$ cat config.mk
export PLATFORM = sky130hd
export DESIGN_NAME = range_hazard_request_scheduler_top
export DESIGN_NICKNAME = d
export VERILOG_FILES = /design/src/rtl/rhrs_pkg.sv /design/src/rtl/rhrs_overlap.sv /design/src/rtl/range_hazard_request_scheduler_top.sv
export VERILOG_INCLUDE_DIRS = /design/src /design/src/rtl
export SDC_FILE = /design/constraint.sdc
export NUM_CORES = 2
export LEC_CHECK = 0
export BUFFER_PORTS_ARGS = -buffer_cell sky130_fd_sc_hd__buf_4
export CORE_ASPECT_RATIO = 1.1
export CORE_MARGIN = 2
export CORE_UTILIZATION = 40
export CTS_BUF_LIST = sky130_fd_sc_hd__clkbuf_4
export DETAILED_ROUTE_END_ITERATION = 10
export GPL_ROUTABILITY_DRIVEN = 0
export PLACE_DENSITY = 0.63
export RECOVER_POWER = 100
export SLEW_MARGIN = 20
export SYNTH_ARGS = -nofsm -noshare
export SYNTH_HDL_FRONTEND = slang
export SYNTH_SLANG_ARGS = --single-unit
$ cat constraint.sdc
create_clock -name clk_i -period 16.4 [get_ports clk_i]
set_input_delay 0.82 -clock clk_i [delete_from_list [all_inputs] [get_ports clk_i]]
set_output_delay 0.82 -clock clk_i [all_outputs]
set_load 0.05 [all_outputs]
$ cat src/rtl/assert_macros.svh
// assertion helpers shared by the rtl
`ifndef ASSERT_MACROS_SVH
`define ASSERT_MACROS_SVH

// property must hold at every clock edge outside reset
`define ASSERT_ALWAYS(label, clk, rst_n, prop, msg) \
  label: assert property (@(posedge clk) disable iff (!rst_n) (prop)) else $error(msg);

// implication checked at every clock edge outside reset
`define ASSERT_IMPLY(label, clk, rst_n, ante, cons, msg) \
  label: assert property (@(posedge clk) disable iff (!rst_n) (ante) |-> (cons)) \
    else $error(msg);

`endif

$ cat src/rtl/rhrs_pkg.sv
`timescale 1ns / 1ps
package rhrs_pkg;

  localparam int unsigned SlotsDef     = 8;
  localparam int unsigned WaitDepthDef = 16;
  localparam int unsigned MaxResults   = 8;
  localparam int unsigned ReadFactor   = 2;

  localparam logic FuncTick    = 1'b0;
  localparam logic FuncArrive  = 1'b1;
  localparam logic KindDone    = 1'b0;
  localparam logic KindReject  = 1'b1;

  typedef struct packed {
    logic        func;
    logic [15:0] req_id;
    logic        is_write;
    logic [31:0] address;
    logic [15:0] length;
  } in_beat_t;

  typedef struct packed {
    logic        kind;
    logic [15:0] done_id;
    logic        done_write;
    logic [31:0] latency;
    logic        last;
  } out_beat_t;

  typedef enum logic [3:0] {
    StIdle,
    StArrScan,
    StArrDecide,
    StTickScan,
    StEmit,
    StDrainRead,
    StDrainScan,
    StDrainDecide,
    StWaitOut
  } state_e;

endpackage

$ cat src/rtl/rhrs_overlap.sv
`timescale 1ns / 1ps
// one range overlap compare, shared by every hazard scan
module rhrs_overlap (
  input  logic [31:0] a_addr_i,
  input  logic [15:0] a_len_i,
  input  logic [31:0] b_addr_i,
  input  logic [15:0] b_len_i,
  output logic        hit_o
);
  logic [32:0] a_end, b_end;
  assign a_end = {1'b0, a_addr_i} + {17'd0, a_len_i};
  assign b_end = {1'b0, b_addr_i} + {17'd0, b_len_i};
  assign hit_o = ({1'b0, a_addr_i} < b_end) && ({1'b0, b_addr_i} < a_end);
endmodule

$ cat src/rtl/range_hazard_request_scheduler_top.sv
`timescale 1ns / 1ps
// an arrival scans every slot, then is started or queued in the decide state; a reject goes
// on through the emit state to the output register; a tick walks the slots for a due one
// each completion retires its slot, then rescans the slots for each fifo head tried
// throughput: one beat at a time, set by the single overlap comparator walking the slots;
// results also wait while the output register is held by out_ready_i
// reset: asynchronous active low; time, valid bits, fifo pointers cleared, max_active = 1
`include "assert_macros.svh"
module range_hazard_request_scheduler_top #(
  parameter int unsigned SLOTS      = rhrs_pkg::SlotsDef,
  parameter int unsigned WAIT_DEPTH = rhrs_pkg::WaitDepthDef
) (
  input  logic                clk_i,
  input  logic                rst_ni,
  input  logic                cfg_we_i,
  input  logic [3:0]          cfg_wdata_i,
  input  logic                in_valid_i,
  output logic                in_ready_o,
  input  rhrs_pkg::in_beat_t  in_data_i,
  output logic                out_valid_o,
  input  logic                out_ready_i,
  output rhrs_pkg::out_beat_t out_data_o
);
  localparam int unsigned SW = (SLOTS > 1) ? $clog2(SLOTS) : 1;
  localparam int unsigned CW = $clog2(SLOTS + 1);
  localparam int unsigned WW = (WAIT_DEPTH > 1) ? $clog2(WAIT_DEPTH) : 1;
  localparam int unsigned NW = $clog2(WAIT_DEPTH + 1);
  localparam int unsigned LimCap = (SLOTS < rhrs_pkg::MaxResults) ? SLOTS
                                                                  : rhrs_pkg::MaxResults;
  localparam logic [WW:0] WaitDepthW = WAIT_DEPTH[WW:0];

  // configuration and time
  logic [3:0]  max_active_q;
  logic [31:0] time_q, time_d;

  // slot storage, valid bits in flops
  logic [SLOTS-1:0] sv_q, sv_d;
  logic [15:0] s_id   [SLOTS];
  logic [31:0] s_addr [SLOTS];
  logic [15:0] s_len  [SLOTS];
  logic        s_wr   [SLOTS];
  logic [31:0] s_arr  [SLOTS];
  logic [31:0] s_fin  [SLOTS];

  // fifo memory
  logic [15:0] w_id   [WAIT_DEPTH];
  logic        w_wr   [WAIT_DEPTH];
  logic [31:0] w_addr [WAIT_DEPTH];
  logic [15:0] w_len  [WAIT_DEPTH];
  logic [31:0] w_arr  [WAIT_DEPTH];
  logic [WW-1:0] head_q, head_d;
  logic [NW-1:0] cnt_q, cnt_d;

  // candidate request under test (arrival or fifo head)
  logic [15:0] c_id_q;
  logic        c_wr_q;
  logic [31:0] c_addr_q, c_arr_q;
  logic [15:0] c_len_q;

  rhrs_pkg::state_e st_q, st_d;
  logic [SW-1:0] idx_q, idx_d;        // scan pointer
  logic [SW-1:0] tick_idx_q, tick_idx_d; // completion walk pointer
  logic          hz_q, hz_d;
  logic [CW-1:0] act_q, act_d;        // active count, built during the scan
  logic          free_ok_q, free_ok_d;
  logic [SW-1:0] free_q, free_d;      // lowest free slot
  logic [3:0]    nres_q, nres_d;
  logic          pend_q, pend_d;      // a result is held for emission
  rhrs_pkg::out_beat_t res_q, res_d;
  logic          out_v_q, out_v_d;
  rhrs_pkg::out_beat_t out_q, out_d;
  logic          tick_more_q, tick_more_d;

  // datapath controls
  logic do_start, do_push, do_retire, do_pop, load_head;
  logic [SW-1:0] retire_idx;

  logic hit;
  rhrs_overlap u_ovl (
    .a_addr_i (s_addr[idx_q]),
    .a_len_i  (s_len[idx_q]),
    .b_addr_i (c_addr_q),
    .b_len_i  (c_len_q),
    .hit_o    (hit)
  );

  logic [3:0] lim;
  assign lim = (max_active_q > 4'(LimCap)) ? 4'(LimCap) : max_active_q;

  logic fits;
  assign fits = ({{(32-CW){1'b0}}, act_q} < {28'd0, lim}) && !hz_q && free_ok_q;

  // fifo tail, wrapped by compare and subtract
  logic [WW:0]   tail_sum;
  logic [WW-1:0] tail;
  assign tail_sum = {1'b0, head_q} + {1'b0, cnt_q[WW-1:0]};
  assign tail = (tail_sum >= WaitDepthW) ? WW'(tail_sum - WaitDepthW) : tail_sum[WW-1:0];

  logic [WW:0] head_inc;
  assign head_inc = {1'b0, head_q} + {{WW{1'b0}}, 1'b1};

  logic last_idx;
  assign last_idx = (idx_q == SW'(SLOTS - 1));

  // next-state logic
  always_comb begin
    st_d        = st_q;
    idx_d       = idx_q;
    tick_idx_d  = tick_idx_q;
    hz_d        = hz_q;
    act_d       = act_q;
    free_ok_d   = free_ok_q;
    free_d      = free_q;
    nres_d      = nres_q;
    pend_d      = pend_q;
    res_d       = res_q;
    time_d      = time_q;
    tick_more_d = tick_more_q;
    load_head   = 1'b0;
    case (st_q)
      rhrs_pkg::StIdle: begin
        if (in_valid_i) begin
          idx_d = '0; hz_d = 1'b0; act_d = '0; free_ok_d = 1'b0; nres_d = '0;
          if (in_data_i.func == rhrs_pkg::FuncArrive) st_d = rhrs_pkg::StArrScan;
          else begin
            time_d = time_q + 32'd1;
            tick_idx_d = '0;
            st_d = rhrs_pkg::StTickScan;
          end
        end
      end
      rhrs_pkg::StArrScan, rhrs_pkg::StDrainScan: begin
        if (sv_q[idx_q]) begin
          act_d = act_q + CW'(1);
          if (s_wr[idx_q] && hit) hz_d = 1'b1;
        end else if (!free_ok_q) begin
          free_ok_d = 1'b1; free_d = idx_q;
        end
        if (last_idx) st_d = (st_q == rhrs_pkg::StArrScan) ? rhrs_pkg::StArrDecide
                                                          : rhrs_pkg::StDrainDecide;
        else idx_d = idx_q + SW'(1);
      end
      rhrs_pkg::StArrDecide: begin
        if (!fits && cnt_q == NW'(WAIT_DEPTH)) begin
          res_d = '{kind: rhrs_pkg::KindReject, done_id: c_id_q, done_write: c_wr_q,
                    latency: 32'd0, last: 1'b1};
          pend_d = 1'b1; tick_more_d = 1'b0;
          st_d = rhrs_pkg::StEmit;
        end else st_d = rhrs_pkg::StIdle;
      end
      rhrs_pkg::StTickScan: begin
        // one slot per cycle, stop at a due one
        if (sv_q[tick_idx_q] && s_fin[tick_idx_q] == time_q
            && nres_q < 4'(rhrs_pkg::MaxResults)) begin
          res_d = '{kind: rhrs_pkg::KindDone, done_id: s_id[tick_idx_q],
                    done_write: s_wr[tick_idx_q],
                    latency: time_q - s_arr[tick_idx_q],
                    last: (tick_idx_q == SW'(SLOTS - 1))};
          pend_d = 1'b1;
          nres_d = nres_q + 4'd1;
          tick_more_d = (tick_idx_q != SW'(SLOTS - 1));
          st_d = rhrs_pkg::StDrainRead;
        end else if (tick_idx_q == SW'(SLOTS - 1)) begin
          if (pend_q) begin
            res_d.last = 1'b1; tick_more_d = 1'b0; st_d = rhrs_pkg::StEmit;
          end else st_d = rhrs_pkg::StIdle;
        end else tick_idx_d = tick_idx_q + SW'(1);
      end
      rhrs_pkg::StDrainRead: begin
        // retire happened; try the fifo head
        if (cnt_q != '0) begin
          load_head = 1'b1;
          idx_d = '0; hz_d = 1'b0; act_d = '0; free_ok_d = 1'b0;
          st_d = rhrs_pkg::StDrainScan;
        end else st_d = rhrs_pkg::StEmit;
      end
      rhrs_pkg::StDrainDecide: begin
        if (fits && cnt_q != '0) begin
          load_head = 1'b1;
          idx_d = '0; hz_d = 1'b0; act_d = '0; free_ok_d = 1'b0;
          st_d = (cnt_q == NW'(1)) ? rhrs_pkg::StEmit : rhrs_pkg::StDrainScan;
        end else st_d = rhrs_pkg::StEmit;
      end
      rhrs_pkg::StEmit: begin
        // hold one completion until the next due slot is known, so last is right
        if (!tick_more_q) begin
          if (!out_v_q || out_ready_i) begin
            pend_d = 1'b0;
            st_d = rhrs_pkg::StIdle;
          end
        end else st_d = rhrs_pkg::StWaitOut;
      end
      rhrs_pkg::StWaitOut: begin
        // look ahead for another due slot before releasing the held result
        if (tick_idx_q == SW'(SLOTS - 1)) begin
          res_d.last = 1'b1; tick_more_d = 1'b0; st_d = rhrs_pkg::StEmit;
        end else begin
          tick_idx_d = tick_idx_q + SW'(1);
          if (sv_q[tick_idx_q + SW'(1)] && s_fin[tick_idx_q + SW'(1)] == time_q
              && nres_q < 4'(rhrs_pkg::MaxResults)) begin
            if (!out_v_q || out_ready_i) begin
              pend_d = 1'b0;
              st_d = rhrs_pkg::StTickScan;
            end else tick_idx_d = tick_idx_q;
          end
        end
      end
      default: st_d = rhrs_pkg::StIdle;
    endcase
  end

  // output logic
  always_comb begin
    do_start   = 1'b0;
    do_push    = 1'b0;
    do_retire  = 1'b0;
    do_pop     = 1'b0;
    retire_idx = tick_idx_q;
    out_v_d    = out_v_q;
    out_d      = out_q;
    in_ready_o = (st_q == rhrs_pkg::StIdle);
    if (out_v_q && out_ready_i) out_v_d = 1'b0;
    case (st_q)
      rhrs_pkg::StArrDecide: begin
        if (fits) do_start = 1'b1;
        else if (cnt_q != NW'(WAIT_DEPTH)) do_push = 1'b1;
      end
      rhrs_pkg::StTickScan: begin
        if (sv_q[tick_idx_q] && s_fin[tick_idx_q] == time_q
            && nres_q < 4'(rhrs_pkg::MaxResults)) do_retire = 1'b1;
      end
      rhrs_pkg::StDrainDecide: begin
        if (fits && cnt_q != '0) begin
          do_start = 1'b1; do_pop = 1'b1;
        end
      end
      rhrs_pkg::StEmit: begin
        if (!tick_more_q && (!out_v_q || out_ready_i)) begin
          out_v_d = 1'b1; out_d = res_q;
        end
      end
      rhrs_pkg::StWaitOut: begin
        if (tick_idx_q != SW'(SLOTS - 1)
            && sv_q[tick_idx_q + SW'(1)] && s_fin[tick_idx_q + SW'(1)] == time_q
            && nres_q < 4'(rhrs_pkg::MaxResults) && (!out_v_q || out_ready_i)) begin
          out_v_d = 1'b1; out_d = res_q;
        end
      end
      default: ;
    endcase
  end

  // fifo and slot bookkeeping
  always_comb begin
    sv_d   = sv_q;
    head_d = head_q;
    cnt_d  = cnt_q;
    if (do_retire) sv_d[retire_idx] = 1'b0;
    if (do_start) sv_d[free_q] = 1'b1;
    if (do_push) cnt_d = cnt_q + NW'(1);
    if (do_pop) begin
      head_d = (head_inc >= WaitDepthW) ? '0 : head_inc[WW-1:0];
      cnt_d  = cnt_q - NW'(1);
    end
  end

  logic [31:0] svc;
  always_comb begin
    svc = (c_len_q == '0) ? 32'd1 : {16'd0, c_len_q};
    if (!c_wr_q) svc = svc * rhrs_pkg::ReadFactor;
  end

  always_ff @(posedge clk_i or negedge rst_ni) begin
    if (!rst_ni) begin
      max_active_q <= 4'd1;
      time_q       <= '0;
      sv_q         <= '0;
      head_q       <= '0;
      cnt_q        <= '0;
      st_q         <= rhrs_pkg::StIdle;
      idx_q        <= '0;
      tick_idx_q   <= '0;
      hz_q         <= 1'b0;
      act_q        <= '0;
      free_ok_q    <= 1'b0;
      free_q       <= '0;
      nres_q       <= '0;
      pend_q       <= 1'b0;
      out_v_q      <= 1'b0;
      tick_more_q  <= 1'b0;
    end else begin
      if (cfg_we_i) max_active_q <= cfg_wdata_i;
      time_q      <= time_d;
      sv_q        <= sv_d;
      head_q      <= head_d;
      cnt_q       <= cnt_d;
      st_q        <= st_d;
      idx_q       <= idx_d;
      tick_idx_q  <= tick_idx_d;
      hz_q        <= hz_d;
      act_q       <= act_d;
      free_ok_q   <= free_ok_d;
      free_q      <= free_d;
      nres_q      <= nres_d;
      pend_q      <= pend_d;
      out_v_q     <= out_v_d;
      tick_more_q <= tick_more_d;
    end
  end

  // payload registers
  always_ff @(posedge clk_i) begin
    res_q <= res_d;
    out_q <= out_d;
    if (st_q == rhrs_pkg::StIdle && in_valid_i) begin
      c_id_q   <= in_data_i.req_id;
      c_wr_q   <= in_data_i.is_write;
      c_addr_q <= in_data_i.address;
      c_len_q  <= in_data_i.length;
      c_arr_q  <= time_q;
    end else if (load_head) begin
      c_id_q   <= w_id[head_d];
      c_wr_q   <= w_wr[head_d];
      c_addr_q <= w_addr[head_d];
      c_len_q  <= w_len[head_d];
      c_arr_q  <= w_arr[head_d];
    end
    if (do_start) begin
      s_id[free_q]   <= c_id_q;
      s_wr[free_q]   <= c_wr_q;
      s_addr[free_q] <= c_addr_q;
      s_len[free_q]  <= c_len_q;
      s_arr[free_q]  <= c_arr_q;
      s_fin[free_q]  <= time_q + svc;
    end
    if (do_push) begin
      w_id[tail]   <= c_id_q;
      w_wr[tail]   <= c_wr_q;
      w_addr[tail] <= c_addr_q;
      w_len[tail]  <= c_len_q;
      w_arr[tail]  <= c_arr_q;
    end
  end

  assign out_valid_o = out_v_q;
  assign out_data_o  = out_q;

  `ASSERT_ALWAYS(a_cnt_bound, clk_i, rst_ni, cnt_q <= NW'(WAIT_DEPTH), "fifo count overflow")
  `ASSERT_IMPLY(a_no_start_full, clk_i, rst_ni, do_start, !sv_q[free_q], "start into busy slot")
  `ASSERT_IMPLY(a_push_room, clk_i, rst_ni, do_push, cnt_q != NW'(WAIT_DEPTH), "push when full")
  `ASSERT_IMPLY(a_busy_ready, clk_i, rst_ni, st_q != rhrs_pkg::StIdle, !in_ready_o,
                "ready while busy")
endmodule
### Word level (Yosys, flattened, before mapping)

Memories as Yosys holds them, arrays and structs flattened.
Index checks and enable logic that the tools add are counted.

* mux-type cells: 118
* add/subtract/negate cells: 14
* equal/unequal tests: 41
* reductions and logical operators: 50
* order comparisons: 13
* bitwise gates (word level): 6

Operators by type and width (number)
* two-way mux 51 bit: 3
* two-way mux 32 bit: 4
* one-hot mux 51 bit (2 select lines): 1
* one-hot mux 50 bit (2 select lines): 1
* two-way mux 16 bit: 5
* two-way mux 4 bit: 18
* adder 32 x 16 -> 33 bit: 2
* < comparator 32 x 33 -> 1 bit: 2
* == test 32 bit: 2
* two-way mux 50 bit: 1
* two-way mux 1 bit: 44
* two-way mux 3 bit: 14
* inequality test 2 bit (second input constant): 19
* adder 32 x 1 -> 32 bit (second input constant): 1
* adder 32 bit: 1
* one-hot mux 4 bit (8 select lines): 1
* subtractor 32 bit: 1
* inequality test 3 bit (second input constant): 7
* AND reduction 5 bit: 4
* logical AND 1 bit: 19
* AND reduction 6 bit: 3
* two-way mux 17 bit: 1
* == test 4 x 3 -> 1 bit (second input constant): 4
* logical NOT 16 bit: 1
* other kinds (46): 83

* memory bits (writable): 2584
* bits of input ports: 75
* bits in registers: 278
* word-level logic and storage cells: 284
* memories kept: 11
* output and inout bits: 53

Memories
* w_addr: depth 16, bits a word 32, rd ports 1, clocked after memory_dff 0, write ports 1, line range_hazard_request_scheduler_top.sv:48 `logic [31:0] w_addr [WAIT_DEPTH];`
* w_arr: depth 16, bits a word 32, rd ports 1, clocked after memory_dff 0, write ports 1, line range_hazard_request_scheduler_top.sv:50 `logic [31:0] w_arr [WAIT_DEPTH];`
* s_addr: depth 8, bits a word 32, rd ports 1, clocked after memory_dff 0, write ports 1, line range_hazard_request_scheduler_top.sv:39 `logic [31:0] s_addr [SLOTS];`
* s_arr: depth 8, bits a word 32, rd ports 1, clocked after memory_dff 0, write ports 1, line range_hazard_request_scheduler_top.sv:42 `logic [31:0] s_arr [SLOTS];`
* s_fin: depth 8, bits a word 32, rd ports 2, clocked after memory_dff 0, write ports 1, line range_hazard_request_scheduler_top.sv:43 `logic [31:0] s_fin [SLOTS];`
* w_id: depth 16, bits a word 16, rd ports 1, clocked after memory_dff 0, write ports 1, line range_hazard_request_scheduler_top.sv:46 `logic [15:0] w_id [WAIT_DEPTH];`
* +5 memories

### Logic depth before layout (Yosys ltp)

An unclocked memory read counts as a cell.

* depth in word-level cells: 12
* gate-level depth with buffers: 29
* gate-level depth less buffers: 24

### Cells and area by module

From an unflattened synthesis, not the netlist that was laid out.

* cell total of the unflattened synthesis: 8053
* area, all modules: 118452.4 um^2

Modules (own cells, without submodules)
* range_hazard_request_scheduler_top: times used 1, area an instance 115170.5 um^2, cells an instance 7632
* rhrs_overlap: times used 1, area an instance 3281.9 um^2, cells an instance 421

### Worst setup path after synthesis

No wires, ideal clock.

* kind: register to register
* start: register cnt_q[1]
* end: memory s_addr[0][0] (enable)
* cell stages (with the launch flop): 10
* arrival: 10.915 ns
* slack: 4.707 ns
* library setup time: 0.778 ns
* buffers on the path: 1
* data required time: 15.622 ns
* cells stage by stage: dfrtp_1 -> inv_1 -> ha_1 -> nor4b_1 -> or3b_1 -> or3_1 -> buf_2 -> o21a_1 -> or2_2 -> nor3_1

* cells in the longest elaborated chain, start to end: 6

Ends and longest elaborated chain
* start: declaration: line range_hazard_request_scheduler_top.sv:52 `logic [NW-1:0] cnt_q, cnt_d;`
* start signal: assignment: line range_hazard_request_scheduler_top.sv:296 `cnt_q <= cnt_d;`
* nonzero test 5 bit: line range_hazard_request_scheduler_top.sv:233 `if (fits && cnt_q != '0) begin`
* logical AND 1 bit: line range_hazard_request_scheduler_top.sv:233
* two-way mux 1 bit: line range_hazard_request_scheduler_top.sv:233
* one-hot mux 1 bit (2 select lines): line range_hazard_request_scheduler_top.sv:223 `case (st_q)`
* two-way mux 1 bit: line range_hazard_request_scheduler_top.sv:328 `if (do_start) begin`
* two-way mux 1 bit (not written as such): line range_hazard_request_scheduler_top.sv:331 `s_addr[free_q] <= c_addr_q;`
* end: declaration: line range_hazard_request_scheduler_top.sv:39

No other way between the ends.

### Worst setup path after layout

* start: register cnt_q[1]
* end: memory s_fin[7][0] (enable)

* cells in the longest elaborated chain, start to end: 6

Ends and longest elaborated chain
* nonzero test 5 bit: line range_hazard_request_scheduler_top.sv:233
* logical AND 1 bit: line range_hazard_request_scheduler_top.sv:233
* two-way mux 1 bit: line range_hazard_request_scheduler_top.sv:233
* one-hot mux 1 bit (2 select lines): line range_hazard_request_scheduler_top.sv:223
* two-way mux 1 bit: line range_hazard_request_scheduler_top.sv:328
* two-way mux 1 bit (not written as such): line range_hazard_request_scheduler_top.sv:334 `s_fin[free_q] <= time_q + svc;`
* end: declaration: line range_hazard_request_scheduler_top.sv:43

No other way between the ends.

==> results.md <==
* Max_cap viols at 93
* Hold WC Path Type: flop to flop
* Synth top cells by count: edfxtp_1, mux2i_1, mux4_2, nand2_1, a21oi_1
* Synth unique cells at 85
* H-Tree Depth at 6
* Primary FF master, synth: edfxtp_1
* IO Count at between 100 and 150
* Share of cells above drive strength 1 at 0.221
* Crit path from: cnt_q[1]
* Final core utilization at 0.452
* GR Overflow Total at 0
* Mapped Area at 119000 um^2
* Failing checks: capacitance limit, slew limit
* Largest net degree at the start of global routing at 138
* Post-Layout Cell Count at 11.7k
* P per Cell Area at 174 nW/um^2
* Combinational Power Share at 0.317
* Critical path class: flop to flop
* Clk pwr share at 0.250
* RSZ-0062 raised after global routing: no
* Status: finished with violations
* Wire per inst at ~26 um
* Worst-Skew Late Latency at between 1 and 1.5 ns
* Syn. warnings at 0
* DR vias/cell at 5.58
* HP Start: res_q[34]
* Cells after Synth at 6528
* Global-route wire length before repair at 444 mm
* Clk slew on worst S/H paths at 0.07 ns
* I/O Buffers at roughly 130
* Ys async rst share at 0.0276
* Rows at 209
* Worst Skew at roughly 0.14 ns
* Post-CTS Setup Repair Bufs at 0
* DR vias at 65.2k
* EDFF count, synth at 2783
* Detailed Route WL at approximately 300 mm
* Max Used Layer: met5
* Synth area leaders: edfxtp_1, mux2i_1, mux4_2, ha_1, dfrtp_1
* Initial core utilization at 0.402
* Met2 WL at ~150 mm
* Iteration count of the initial detailed-routing pass at 5
* Final hold slack at 0.334 ns
* Metal-1 WL at 127 mm
* Worst VDD drop at 112 uV
* RR Startpoint: cnt_q[1]
* Crit end category: flop
* Data required, critical path at 17.22 ns
* Crit Path Max Fanout at 51
* Die Height at 575 um
* Clock sinks at 2862
* Switching share of power at 0.335
* Seq/Total Area, Yosys at 0.722
* Period utilization at 0.694
* CTS Root Cell: clkbuf_4
* Maximum clock insertion buffer count at 4
* Max Slew Vio Count at 3722
* Int Pwr at 15400 uW
* Post-route design area at 133000 um^2
* Most common cell in the netlist: edfxtp_1
* CTS tree: yes
* P&R area growth vs syn at 12.4%
* CP arrival at 12.20 ns
* Core Box Area at 295000 um^2
* Synth area leader: edfxtp_1
* Slew @ Worst Pin at 9.63 ns
* Vias in the first global route at 67.0k
* Synth Area per Inst at 18.2 um^2
* DIE WIDTH at 523 um
* Post-Place Cells at 10.4k
* Slew margin rel. at -5.42
* Drt drc at 0
* Post-synth top area share at 0.705
* Total negative slack at 0 ns
* Mapped Nets at approximately 6.8k
* Tmin final at roughly 11 ns
* Area after DPL at 125000 um^2
* Final setup viols at 0
* Cts bufs inserted at 709
* WL met3 at 22.1 mm
* Die area at 301000 um^2
* Max Freq at 87.8 MHz
* Leak at between 0.04 and 0.05 uW
* DP Wirelength at 171 mm
* Sequential power share at 0.433
* Initial antenna violation count at 31
* Final ANT Viol Nets at 0
* CP Launch Type: flop
* Total GRT Usage at 0.200
* Final Hold Vio Count at 0
* Flops & latches, synth at 2862
* Net count, final at 7524
* Sw Pwr at around 7800 uW
* Initial DRC count at 6158
-- placed cells by master, fill, tap and decap left out, drive strengths merged, types with 23 or more instances in the layout --
| cell type | n |
|---|---|
| and3 | 23 |
| a31oi | 23 |
| o21ai | 183 |
| inv | 73 |
| mux4 | 369 |
| xor2 | 80 |
| nor3 | 38 |
| a22oi | 85 |
| nor2b | 29 |
| xnor2 | 122 |
| clkinv | 147 |
| mux2i | 930 |
| a21o | 63 |
| a21oi | 222 |
| dlygate4sd3 | 75 |
| nand4 | 27 |
| buf | 123 |
| edfxtp | 2783 |
| ha | 159 |
| a221oi | 60 |
| dfrtp | 78 |
| nor2 | 155 |
| nand2 | 239 |
| nand3 | 57 |
| nand2b | 28 |
| clkbuf | 1205 |
| o21a | 25 |
| mux2 | 100 |
-- area by class of cell --
| type | count | area (um^2) |
|---|---|---|
| Fill cell | 25454 | 161000 |
| Clock buffer | 1025 | 7690 |
| Tap cell | 3903 | 4880 |
| Clock inverter | 183 | 1090 |
| Timing Repair Buffer | 378 | 2400 |
| Antenna cell | 9 | 22.5 |
| Inverter | 56 | 225 |
| Multi-Input combinational cell | 3278 | 31400 |
| Sequential cell | 2862 | 85600 |
-- registers in the layout, summed over array words and instances (netlist names), 16 cells and up --
| name | cells |
|---|---|
| time_q | 32 |
| s_arr | 256 |
| w_len | 256 |
| w_wr | 16 |
| s_fin | 256 |
| w_id | 256 |
| w_addr | 512 |
| c_arr_q | 32 |
| out_data_o | 51 |
| c_id_q | 16 |
| s_addr | 256 |
| res_q | 51 |
| c_addr_q | 32 |
| w_arr | 512 |
| s_len | 128 |
| s_id | 128 |
| c_len_q | 16 |
-- worst max-delay path: stages (launching register included) --
cell      delay (ns)
dfrtp_1         0.51
inv_1           0.11
ha_1            0.24
nor4b_1         0.22
or3b_1          0.46
or3_1           0.49
o21a_1          0.17
nand2b_1        0.29
nor2_4          0.13
clkbuf_1        2.81
clkbuf_1        2.96
clkbuf_1        2.36
-- layer usage --
metal	vias to the layer above	global-route usage
met1	33699	0.270
met3	551	0.0346
li1	28316	-
met4	14	0.0685
met2	2651	0.327
met5	-	0
-- logic make-up after synthesis --
group / after synthesis / synth area share
AND/OR/NAND/NOR: 696 / 0.0285
AO/OA/AOI/OAI: 817 / 0.0446
adder cells (fa/ha/maj): 164 / 0.0176
buffers and inverters: 388 / 0.0143
flip-flops: 2862 / 0.722
multiplexers: 1399 / 0.158
XOR/XNOR: 202 / 0.0149
-- timing repair --
| action | in CTS | in global routing |
|---|---|---|
| hold buffers | 76 | 0 |
| gates resized for setup | 0 | 0 |
| hold endpoints to repair | 133 | 0 |
-- power by group through the flow --
stage,combinational (uW),clock (uW),sequential [uW]
floorplan,4990,0,10000
global placement,7180,0,10000
detailed placement,7300,0,10100
CTS,7350,5950,9940
global route,7890,6310,10100
finish,7330,5790,10000
-- final timing paths --
path / slack [ns] / depth (start not counted) / endpoint
min: 0.33 / 0 / out_data_o[34]
min reg2reg: 0.33 / 0 / out_data_o[34]
min in group asynchronous: 1.67 / 4 / time_q[28]
max in group asynchronous: 11.63 / 4 / idx_q[2]
max reg2reg: 5.01 / 11 / s_fin[7][0]
max: 5.01 / 11 / s_fin[7][0]
-- through the flow --
step,worst slack (ns),power [uW]
after floorplan,4.71,15000
after global placement,9.12,17200
after detailed placement,9.13,17400
after CTS,9.02,23200
after global routing,4.26,24300
final,5.01,23100
No activity file was read; power rests on OpenSTA's default activity.
